--- config.mk ---
export PLATFORM = sky130hd
export DESIGN_NAME = sample_set_min_max_mean_variance
export DESIGN_NICKNAME = d
export VERILOG_FILES = /design/src/hdl/ssmmv_pkg.sv /design/src/hdl/ssmmv_div.sv /design/src/hdl/ssmmv_seq.sv /design/src/hdl/sample_set_min_max_mean_variance.sv
export SDC_FILE = /design/constraint.sdc
export NUM_CORES = 2
export LEC_CHECK = 0
export ABC_AREA = 1
export BUFFER_PORTS_ARGS = -buffer_cell sky130_fd_sc_hd__buf_4
export CORE_ASPECT_RATIO = 1.1
export CORE_MARGIN = 3
export CORE_UTILIZATION = 30
export DETAILED_ROUTE_END_ITERATION = 8
export GPL_TIMING_DRIVEN = 0
export HOLD_SLACK_MARGIN = 0.08
export PLACE_DENSITY = 0.44
export SLEW_MARGIN = 10
export SYNTH_ARGS = -nofsm -noshare
export SYNTH_HDL_FRONTEND = slang
export SYNTH_SLANG_ARGS = --single-unit
--- constraint.sdc ---
create_clock -name clk -period 10.2 [get_ports clk]
set_input_delay 1.53 -clock clk [delete_from_list [all_inputs] [get_ports clk]]
set_output_delay 1.53 -clock clk [all_outputs]
set_load 0.005 [all_outputs]
--- src/hdl/ssmmv_pkg.sv ---
`default_nettype none

package ssmmv_pkg;

  localparam int SAMPLE_BITS       = 16;
  localparam int MAX_COUNT_DEF     = 16;
  localparam int FRACTION_BITS_DEF = 16;
  localparam int COUNT_OUT_W       = 5;
  localparam int MEAN_W            = 32;
  localparam int VAR_W             = 46;

  typedef struct packed {
    logic signed [SAMPLE_BITS-1:0] sample;
    logic                          last;
  } sample_req_t;

  typedef struct packed {
    logic signed [SAMPLE_BITS-1:0] max_value;
    logic signed [SAMPLE_BITS-1:0] min_value;
    logic signed [MEAN_W-1:0]      mean_fixed;
    logic [VAR_W-1:0]              variance_fixed;
    logic [COUNT_OUT_W-1:0]        sample_count;
    logic                          overflow_error;
  } result_req_t;

  typedef enum logic [1:0] {
    MUL_NONE,
    MUL_N_SQ,
    MUL_MAG_MAG,
    MUL_N_N
  } mul_sel_t;

  typedef enum logic [1:0] {
    D_HOLD,
    D_LOAD,
    D_SUB
  } d_op_t;

  typedef enum logic [1:0] {
    DIV_NONE,
    DIV_LOAD_VAR,
    DIV_LOAD_MEAN,
    DIV_STEP
  } div_op_t;

  typedef enum logic [1:0] {
    JMP_NEXT,
    JMP_LOOP,
    JMP_DONE
  } jmp_t;

  typedef struct packed {
    mul_sel_t mul;
    d_op_t    d_op;
    div_op_t  div_op;
    logic     save_var;
    jmp_t     jmp;
  } ucw_t;

  typedef struct packed {
    logic div_last;
    logic out_free;
  } seq_stat_t;

  typedef struct packed {
    logic busy;
    logic done;
    ucw_t uw;
  } seq_ctl_t;

  localparam int PROG_LEN = 8;
  localparam int UPC_W    = 3;

  localparam ucw_t UCW_IDLE = '{MUL_NONE, D_HOLD, DIV_NONE, 1'b0, JMP_NEXT};

  // n*sumsq, sum^2, n*n, variance divide, mean divide, write result
  localparam ucw_t UCODE [PROG_LEN] = '{
    '{MUL_N_SQ,    D_HOLD, DIV_NONE,      1'b0, JMP_NEXT},
    '{MUL_MAG_MAG, D_LOAD, DIV_NONE,      1'b0, JMP_NEXT},
    '{MUL_N_N,     D_SUB,  DIV_NONE,      1'b0, JMP_NEXT},
    '{MUL_NONE,    D_HOLD, DIV_LOAD_VAR,  1'b0, JMP_NEXT},
    '{MUL_NONE,    D_HOLD, DIV_STEP,      1'b0, JMP_LOOP},
    '{MUL_NONE,    D_HOLD, DIV_LOAD_MEAN, 1'b1, JMP_NEXT},
    '{MUL_NONE,    D_HOLD, DIV_STEP,      1'b0, JMP_LOOP},
    '{MUL_NONE,    D_HOLD, DIV_NONE,      1'b0, JMP_DONE}
  };

endpackage

`default_nettype wire

--- src/hdl/ssmmv_div.sv ---
`default_nettype none

module ssmmv_div #(
  parameter int DW  = 2,
  parameter int DVW = 2,
  localparam int IW = $clog2(DW + 1)
) (
  input  wire logic           clk,
  input  wire logic           rst_n,
  input  wire logic           load,
  input  wire logic           step,
  input  wire logic [DW-1:0]  load_quo,
  input  wire logic [DVW-1:0] load_dvs,
  input  wire logic [IW-1:0]  load_itr,
  output logic      [DW-1:0]  quo,
  output logic                rem_nz,
  output logic                last
);

  logic [DW-1:0]  quo_r, quo_nxt;
  logic [DVW-1:0] rem_r, rem_nxt;
  logic [DVW-1:0] dvs_r, dvs_nxt;
  logic [IW-1:0]  itr_r, itr_nxt;
  logic [DVW:0]   trial;
  logic [DVW:0]   diff;

  // restoring divide, one quotient bit per cycle while step is high
  always_comb begin
    quo_nxt = quo_r;
    rem_nxt = rem_r;
    dvs_nxt = dvs_r;
    itr_nxt = itr_r;
    trial   = {rem_r, quo_r[DW-1]};
    diff    = trial - {1'b0, dvs_r};
    if (load) begin
      quo_nxt = load_quo;
      rem_nxt = '0;
      dvs_nxt = load_dvs;
      itr_nxt = load_itr;
    end else if (step) begin
      if (trial >= {1'b0, dvs_r}) begin
        rem_nxt = diff[DVW-1:0];
        quo_nxt = {quo_r[DW-2:0], 1'b1};
      end else begin
        rem_nxt = trial[DVW-1:0];
        quo_nxt = {quo_r[DW-2:0], 1'b0};
      end
      itr_nxt = itr_r - IW'(1);
    end
  end

  always_ff @(posedge clk) begin
    if (!rst_n) begin
      itr_r <= '0;
    end else begin
      itr_r <= itr_nxt;
    end
    quo_r <= quo_nxt;
    rem_r <= rem_nxt;
    dvs_r <= dvs_nxt;
  end

  assign quo    = quo_r;
  assign rem_nz = |rem_r;
  assign last   = (itr_r == IW'(1));

endmodule

`default_nettype wire

--- src/hdl/ssmmv_seq.sv ---
`default_nettype none

module ssmmv_seq (
  input  wire logic                 clk,
  input  wire logic                 rst_n,
  input  wire logic                 start,
  input  wire ssmmv_pkg::seq_stat_t stat,
  output ssmmv_pkg::seq_ctl_t       ctl
);

  logic [ssmmv_pkg::UPC_W-1:0] upc_r, upc_nxt;
  logic                        busy_r, busy_nxt;
  ssmmv_pkg::ucw_t             uw;

  always_comb begin
    uw       = ssmmv_pkg::UCODE[upc_r];
    upc_nxt  = upc_r;
    busy_nxt = busy_r;
    ctl.busy = busy_r;
    ctl.done = 1'b0;
    ctl.uw   = busy_r ? uw : ssmmv_pkg::UCW_IDLE;
    if (start) begin
      busy_nxt = 1'b1;
      upc_nxt  = '0;
    end else if (busy_r) begin
      unique case (uw.jmp)
        ssmmv_pkg::JMP_NEXT: begin
          upc_nxt = upc_r + ssmmv_pkg::UPC_W'(1);
        end
        ssmmv_pkg::JMP_LOOP: begin
          if (stat.div_last) begin
            upc_nxt = upc_r + ssmmv_pkg::UPC_W'(1);
          end
        end
        ssmmv_pkg::JMP_DONE: begin
          if (stat.out_free) begin
            ctl.done = 1'b1;
            busy_nxt = 1'b0;
            upc_nxt  = '0;
          end
        end
        default: begin
          busy_nxt = 1'b0;
          upc_nxt  = '0;
        end
      endcase
    end
  end

  always_ff @(posedge clk) begin
    if (!rst_n) begin
      upc_r  <= '0;
      busy_r <= 1'b0;
    end else begin
      upc_r  <= upc_nxt;
      busy_r <= busy_nxt;
    end
  end

endmodule

`default_nettype wire

--- src/hdl/sample_set_min_max_mean_variance.sv ---
// channel   direction  handshake              request type
// in_       input      in_valid / in_ready    ssmmv_pkg::sample_req_t
// out_      output     out_valid / out_ready  ssmmv_pkg::result_req_t
//
// samples are taken one per cycle while no set is being finished
// a request with last starts the microprogram, whose variance and mean divides produce DW and MW quotient bits,
//   DW = 2*CW + 2*SAMPLE_BITS - 1 + FRACTION_BITS and MW = CW + SAMPLE_BITS + FRACTION_BITS,
//   from the one-bit-per-cycle divider
// in_ready is low while the microprogram runs
// the result register holds a result while the next set accumulates; the final
//   step waits there if the previous result has not been taken
// synchronous reset clears the sequencer, the count, sum and square-sum accumulators, the overflow flag and out_valid
`default_nettype none

module sample_set_min_max_mean_variance #(
  parameter int MAX_COUNT     = ssmmv_pkg::MAX_COUNT_DEF,
  parameter int FRACTION_BITS = ssmmv_pkg::FRACTION_BITS_DEF
) (
  input  wire logic                   clk,
  input  wire logic                   rst_n,
  input  wire logic                   in_valid,
  output logic                        in_ready,
  input  wire ssmmv_pkg::sample_req_t in_req,
  output logic                        out_valid,
  input  wire logic                   out_ready,
  output ssmmv_pkg::result_req_t      out_req
);

  localparam int SB   = ssmmv_pkg::SAMPLE_BITS;
  localparam int CW   = $clog2(MAX_COUNT + 1);
  localparam int SW   = SB + CW;
  localparam int QW   = 2 * SB - 1 + CW;
  localparam int PW   = QW + SW;
  localparam int DDW  = CW + QW;
  localparam int DVW  = 2 * CW;
  localparam int DW   = DDW + FRACTION_BITS;
  localparam int MW   = SW + FRACTION_BITS;
  localparam int IW   = $clog2(DW + 1);
  localparam int VXW  = (DW > ssmmv_pkg::VAR_W) ? DW : ssmmv_pkg::VAR_W;
  localparam int MXW  = (MW + 1 > ssmmv_pkg::MEAN_W) ? MW + 1 : ssmmv_pkg::MEAN_W;
  localparam int OXW  = (CW > ssmmv_pkg::COUNT_OUT_W) ? CW : ssmmv_pkg::COUNT_OUT_W;

  logic [CW-1:0]          cnt_r, cnt_nxt;
  logic signed [SB-1:0]   max_r, max_nxt;
  logic signed [SB-1:0]   min_r, min_nxt;
  logic signed [SW-1:0]   sum_r, sum_nxt;
  logic [QW-1:0]          sq_r, sq_nxt;
  logic                   ovf_r, ovf_nxt;
  logic [PW-1:0]          p_r, p_nxt;
  logic [DDW-1:0]         d_r, d_nxt;
  logic [ssmmv_pkg::VAR_W-1:0] var_r, var_nxt;
  logic                   out_valid_r, out_valid_nxt;
  ssmmv_pkg::result_req_t out_req_r, out_req_nxt;

  logic                   in_acc;
  logic                   start;
  logic signed [SB-1:0]   x;
  logic signed [2*SB-1:0] x_sq;
  logic [SW-1:0]          mag;
  logic [QW-1:0]          mul_a;
  logic [SW-1:0]          mul_b;
  logic                   div_load;
  logic                   div_step;
  logic [DW-1:0]          div_quo_in;
  logic [DVW-1:0]         div_dvs_in;
  logic [IW-1:0]          div_itr_in;
  logic [DW-1:0]          quo;
  logic                   rem_nz;
  logic                   div_last;
  logic [VXW-1:0]         var_x;
  logic [MXW-1:0]         mean_x;
  logic [OXW-1:0]         cnt_x;

  ssmmv_pkg::seq_stat_t   stat;
  ssmmv_pkg::seq_ctl_t    ctl;

  assign in_ready = !ctl.busy;
  assign in_acc   = in_valid && in_ready;
  assign start    = in_acc && in_req.last;
  assign x        = in_req.sample;
  assign x_sq     = x * x;
  assign mag      = sum_r[SW-1] ? (~sum_r + SW'(1)) : sum_r;

  assign stat.div_last = div_last;
  assign stat.out_free = !out_valid_r || out_ready;

  ssmmv_seq u_seq (
    .clk   (clk),
    .rst_n (rst_n),
    .start (start),
    .stat  (stat),
    .ctl   (ctl)
  );

  ssmmv_div #(
    .DW  (DW),
    .DVW (DVW)
  ) u_div (
    .clk      (clk),
    .rst_n    (rst_n),
    .load     (div_load),
    .step     (div_step),
    .load_quo (div_quo_in),
    .load_dvs (div_dvs_in),
    .load_itr (div_itr_in),
    .quo      (quo),
    .rem_nz   (rem_nz),
    .last     (div_last)
  );

  // shared multiplier operand select
  always_comb begin
    mul_a = '0;
    mul_b = '0;
    unique case (ctl.uw.mul)
      ssmmv_pkg::MUL_NONE: begin
        mul_a = '0;
        mul_b = '0;
      end
      ssmmv_pkg::MUL_N_SQ: begin
        mul_a = sq_r;
        mul_b = SW'(cnt_r);
      end
      ssmmv_pkg::MUL_MAG_MAG: begin
        mul_a = QW'(mag);
        mul_b = mag;
      end
      ssmmv_pkg::MUL_N_N: begin
        mul_a = QW'(cnt_r);
        mul_b = SW'(cnt_r);
      end
      default: begin
        mul_a = '0;
        mul_b = '0;
      end
    endcase
  end

  // divider load select
  always_comb begin
    div_load   = 1'b0;
    div_step   = 1'b0;
    div_quo_in = '0;
    div_dvs_in = '0;
    div_itr_in = '0;
    unique case (ctl.uw.div_op)
      ssmmv_pkg::DIV_NONE: begin
        div_load = 1'b0;
      end
      ssmmv_pkg::DIV_LOAD_VAR: begin
        div_load   = 1'b1;
        div_quo_in = DW'(d_r) << FRACTION_BITS;
        div_dvs_in = p_r[DVW-1:0];
        div_itr_in = IW'(DW);
      end
      ssmmv_pkg::DIV_LOAD_MEAN: begin
        div_load   = 1'b1;
        div_quo_in = DW'(mag) << (DW - SW);
        div_dvs_in = DVW'(cnt_r);
        div_itr_in = IW'(MW);
      end
      ssmmv_pkg::DIV_STEP: begin
        div_step = 1'b1;
      end
      default: begin
        div_load = 1'b0;
      end
    endcase
  end

  assign var_x  = VXW'(quo);
  assign mean_x = sum_r[SW-1] ? (MXW'(0) - (MXW'(quo[MW-1:0]) + MXW'(rem_nz)))
                              : MXW'(quo[MW-1:0]);
  assign cnt_x  = OXW'(cnt_r);

  always_comb begin
    cnt_nxt       = cnt_r;
    max_nxt       = max_r;
    min_nxt       = min_r;
    sum_nxt       = sum_r;
    sq_nxt        = sq_r;
    ovf_nxt       = ovf_r;
    p_nxt         = p_r;
    d_nxt         = d_r;
    var_nxt       = var_r;
    out_valid_nxt = out_valid_r;
    out_req_nxt   = out_req_r;

    if (out_valid_r && out_ready) begin
      out_valid_nxt = 1'b0;
    end

    // accumulate
    if (in_acc) begin
      if (cnt_r < CW'(MAX_COUNT)) begin
        if (cnt_r == '0) begin
          max_nxt = x;
          min_nxt = x;
        end else begin
          if (x > max_r) begin
            max_nxt = x;
          end
          if (x < min_r) begin
            min_nxt = x;
          end
        end
        sum_nxt = sum_r + SW'(x);
        sq_nxt  = sq_r + QW'($unsigned(x_sq));
        cnt_nxt = cnt_r + CW'(1);
      end else begin
        ovf_nxt = 1'b1;
      end
    end

    if (ctl.uw.mul != ssmmv_pkg::MUL_NONE) begin
      p_nxt = PW'(mul_a) * PW'(mul_b);
    end

    unique case (ctl.uw.d_op)
      ssmmv_pkg::D_HOLD: d_nxt = d_r;
      ssmmv_pkg::D_LOAD: d_nxt = p_r[DDW-1:0];
      ssmmv_pkg::D_SUB:  d_nxt = d_r - p_r[DDW-1:0];
      default:           d_nxt = d_r;
    endcase

    if (ctl.uw.save_var) begin
      var_nxt = var_x[ssmmv_pkg::VAR_W-1:0];
    end

    if (ctl.done) begin
      out_valid_nxt              = 1'b1;
      out_req_nxt.max_value      = max_r;
      out_req_nxt.min_value      = min_r;
      out_req_nxt.mean_fixed     = mean_x[ssmmv_pkg::MEAN_W-1:0];
      out_req_nxt.variance_fixed = var_r;
      out_req_nxt.sample_count   = cnt_x[ssmmv_pkg::COUNT_OUT_W-1:0];
      out_req_nxt.overflow_error = ovf_r;
      cnt_nxt = '0;
      max_nxt = '0;
      min_nxt = '0;
      sum_nxt = '0;
      sq_nxt  = '0;
      ovf_nxt = 1'b0;
    end
  end

  always_ff @(posedge clk) begin
    if (!rst_n) begin
      cnt_r       <= '0;
      sum_r       <= '0;
      sq_r        <= '0;
      ovf_r       <= 1'b0;
      out_valid_r <= 1'b0;
    end else begin
      cnt_r       <= cnt_nxt;
      sum_r       <= sum_nxt;
      sq_r        <= sq_nxt;
      ovf_r       <= ovf_nxt;
      out_valid_r <= out_valid_nxt;
    end
    max_r     <= max_nxt;
    min_r     <= min_nxt;
    p_r       <= p_nxt;
    d_r       <= d_nxt;
    var_r     <= var_nxt;
    out_req_r <= out_req_nxt;
  end

  assign out_valid = out_valid_r;
  assign out_req   = out_req_r;

endmodule

`default_nettype wire

==> impl_metrics.yaml <==
run_status:
  outcome: "complete, no violations"
grt:
  grt_usage_pct: 20.3
  grt_max_degree: 73
  grt_overflow: 0
  grt_pass1_wl_um: 277000
  antenna_found_initial: 2
  grt_pass1_vias: 44546
route:
  drtIter0Drc: 2655
  vias_per_cell: 4.63
  ant_nets: 0
  routed_wirelength_um: 181000
  vias: 42198
  dr.pass1.iters: 5
  wl_per_cell_um: 19.8
  drc: 0
clocking:
  cts_root_buf: "clkbuf_16"
  cts_buffer_depth: 3
  cts_sinks: 427
  cts.clk_slew.worst_paths_ps: 60
  tritoncts: "built"
  postCtsSetupRepairBufs: 0
  clock_latency_ps: 650
  cts_resized: 0
  htreeDepth: 2
  cts_buffers: 50
  cts_hold_buf: 0
worst_setup_path:
  crit_fanout: 10
  cp_slowest_cell: "fa_1"
  crit_type: "in -> reg"
  cpMostUsedCell: "inv_1"
  cp_data_required_time_ps: 10720
  crit_path_end_kind: "flip-flop"
  worstSetupStartpointType: "primary input"
  cp_data_arrival_time_ps: 10250
  slowest_delay_ps: 850
synth:
  postSynth.asyncResetShare_pct: 0
  ys_top_cells_by_area: "fa_1, edfxtp_1, inv_1"
  netlist_area_um2: 53100
  synth_area_leader_cell: "fa_1"
  synth_edf_count: 311
  syn_area_per_cell_um2: 8.29
  synth_top_flop_cell: "edfxtp_1"
  synth_warnings: 0
  ys_seq_area_share_pct: 22.0
  synthTopCellsByCount: "inv_1, nand2_1, fa_1, nor2_1, ha_1"
  yosysMostFrequentCell: "inv_1"
  ys_seq_elements: 427
  yosysTopAreaCellShare_pct: 29.0
  synth_cell_types: 63
  synthesis.instances: 6401
layout:
  postLayoutCellArea_um2: 59300
  fin_util_pct: 33.8
  layout.nets: 7866
  fillerInstances: 18797
  area_delta_synth_final_pct: 11.7
  layout-drive-gt1-share_pct: 5.70
timing:
  tns_ps: 0
  min_period_over_period_pct: 95.4
  rsz0062_at_grt: "no"
  finalHoldViolCount: 0
  fin_skew_ps: 37.3
  worst_pin_slew_ps: 1160
  slew_headroom_pct: 22.5
  drv_slew: 0
  min_period_ps: 9730
  timing.fmax_ghz: 0.103
  setup_viol_count_final: 0
  setup_ws_ps: 467
die:
  core_area_um2: 175000
  die_area_um2: 182000
  chipWidth_um: 407
  rows: 161
  dieHeight_um: 447
  initial_core_util_pct: 30.3
  pin_count: 139
run:
  cap_violations: 0
placed_design:
  dpl_cell_area_um2: 57700
  dpl_worst_slack_ps: -103
  gp_congestion: 0.914
  dp_hpwl_um: 154000
  portBuffers: 138
worst_hold_path:
  hp-class: "reg -> reg"
-- sequential cells by signal, summed over array words and instances, names as in the netlist --
signal / count
cnt_r: 5
d_r: 41
max_r: 16
min_r: 16
out_req: 116
out_valid: 1
ovf_r: 1
p_r: 41
sq_r: 36
sum_r: 21
u_div.dvs_r: 10
u_div.itr_r: 6
u_div.quo: 57
u_div.rem_r: 10
u_seq.busy_r: 1
u_seq.upc_r: 3
var_r: 46
-- kinds of logic after synthesis --
group                      synth area share [%]
adders and majority gates                  37.5
and+or+nand+nor                            16.3
buffers and inverters                      12.6
DFF                                        22.0
other                                    0.0141
AOI/OAI and AO/OA                          9.13
xor gates and xnor gates                   2.54
-- final timing paths --
path                                      from          end  slack (ps)  cells past startpoint
worst min register to register       var_r[20]  out_req[26]         420                      0
worst max register to register  u_seq.upc_r[0]      p_r[40]         940                     29
worst max-delay path                in_req[16]     sq_r[35]         470                     33
worst min-delay path                 var_r[20]  out_req[26]         420                      0
-- worst max-delay path: cells and delay by family --
family | cells | cell delay (ps)
AOI/OAI and AO/OA | 5 | 1130
adders and majority gates | 8 | 4080
and+or+nand+nor | 9 | 1300
buffers and inverters | 10 | 1950
xor gates and xnor gates | 1 | 230
-- area by class of cell --
type	count	area (um2)	share of cell area, %
Antenna cell	2	5.00	0.00844
Buffer	149	661	1.11
Clock buffer	63	1320	2.23
Clock inverter	27	307	0.517
Inverter	1599	6020	10.2
Multi-Input combinational cell	4345	35200	59.4
Sequential cell	427	11700	19.7
Tap cell	2363	2960	4.99
Timing Repair Buffer	143	1160	1.95
-- through the flow --
stage          std cells  hold WS, ps
2_1_floorplan       6520          400
3_3_place_gp        9021          403
3_5_place_dp        9026          405
4_1_cts             9116          419
5_1_grt             9116          424
6_report            9118          417
-- metal layers --
layer	wire [um]	vias up	share of wire (%)	GRT usage (%)
li1	-	20162	-	-
met1	80300	20930	44	26.9
met2	87700	890	48	35.1
met3	7450	216	4.1	2.05
met4	5500	0	3.0	5.52
met5	0	-	0	0
-- cell usage in the layout (no fill, tap or decap), types with 7 or more instances in the layout --
cell type  Yosys  final
o21bai_1      34     34
ha_1         361    361
buf_4          4    142
o221ai_1       7      7
buf_2         43     43
nand4_1       42     42
xnor2_1       53     53
nor2_1       599    598
nand2_1     1102   1101
edfxtp_1     311    311
nor3_1        52     52
a31oi_1       26     26
o211ai_1      37     37
a211oi_1       8      8
nor2_2        20     20
fa_1         769    769
buf_1         15     15
o21a_1        19     19
or2_2         28     28
clkinv_1       4     13
nor2_4         6      7
xor2_1        99     99
clkbuf_1      82     92
nor4_1        12     12
nand3_1      219    219
a21boi_0      11     11
inv_1       1564   1562
dfxtp_1      116    116
a21oi_1      339    339
clkbuf_16      0     50
inv_2         28     28
a21o_1        26     26
conb_1         2    121
o21ai_1        7      7
o22ai_1       10     10
o21ai_0      279    279
Power is not shown: default switching activity piles up to over one toggle a cycle in this logic, so the estimate is an artifact.
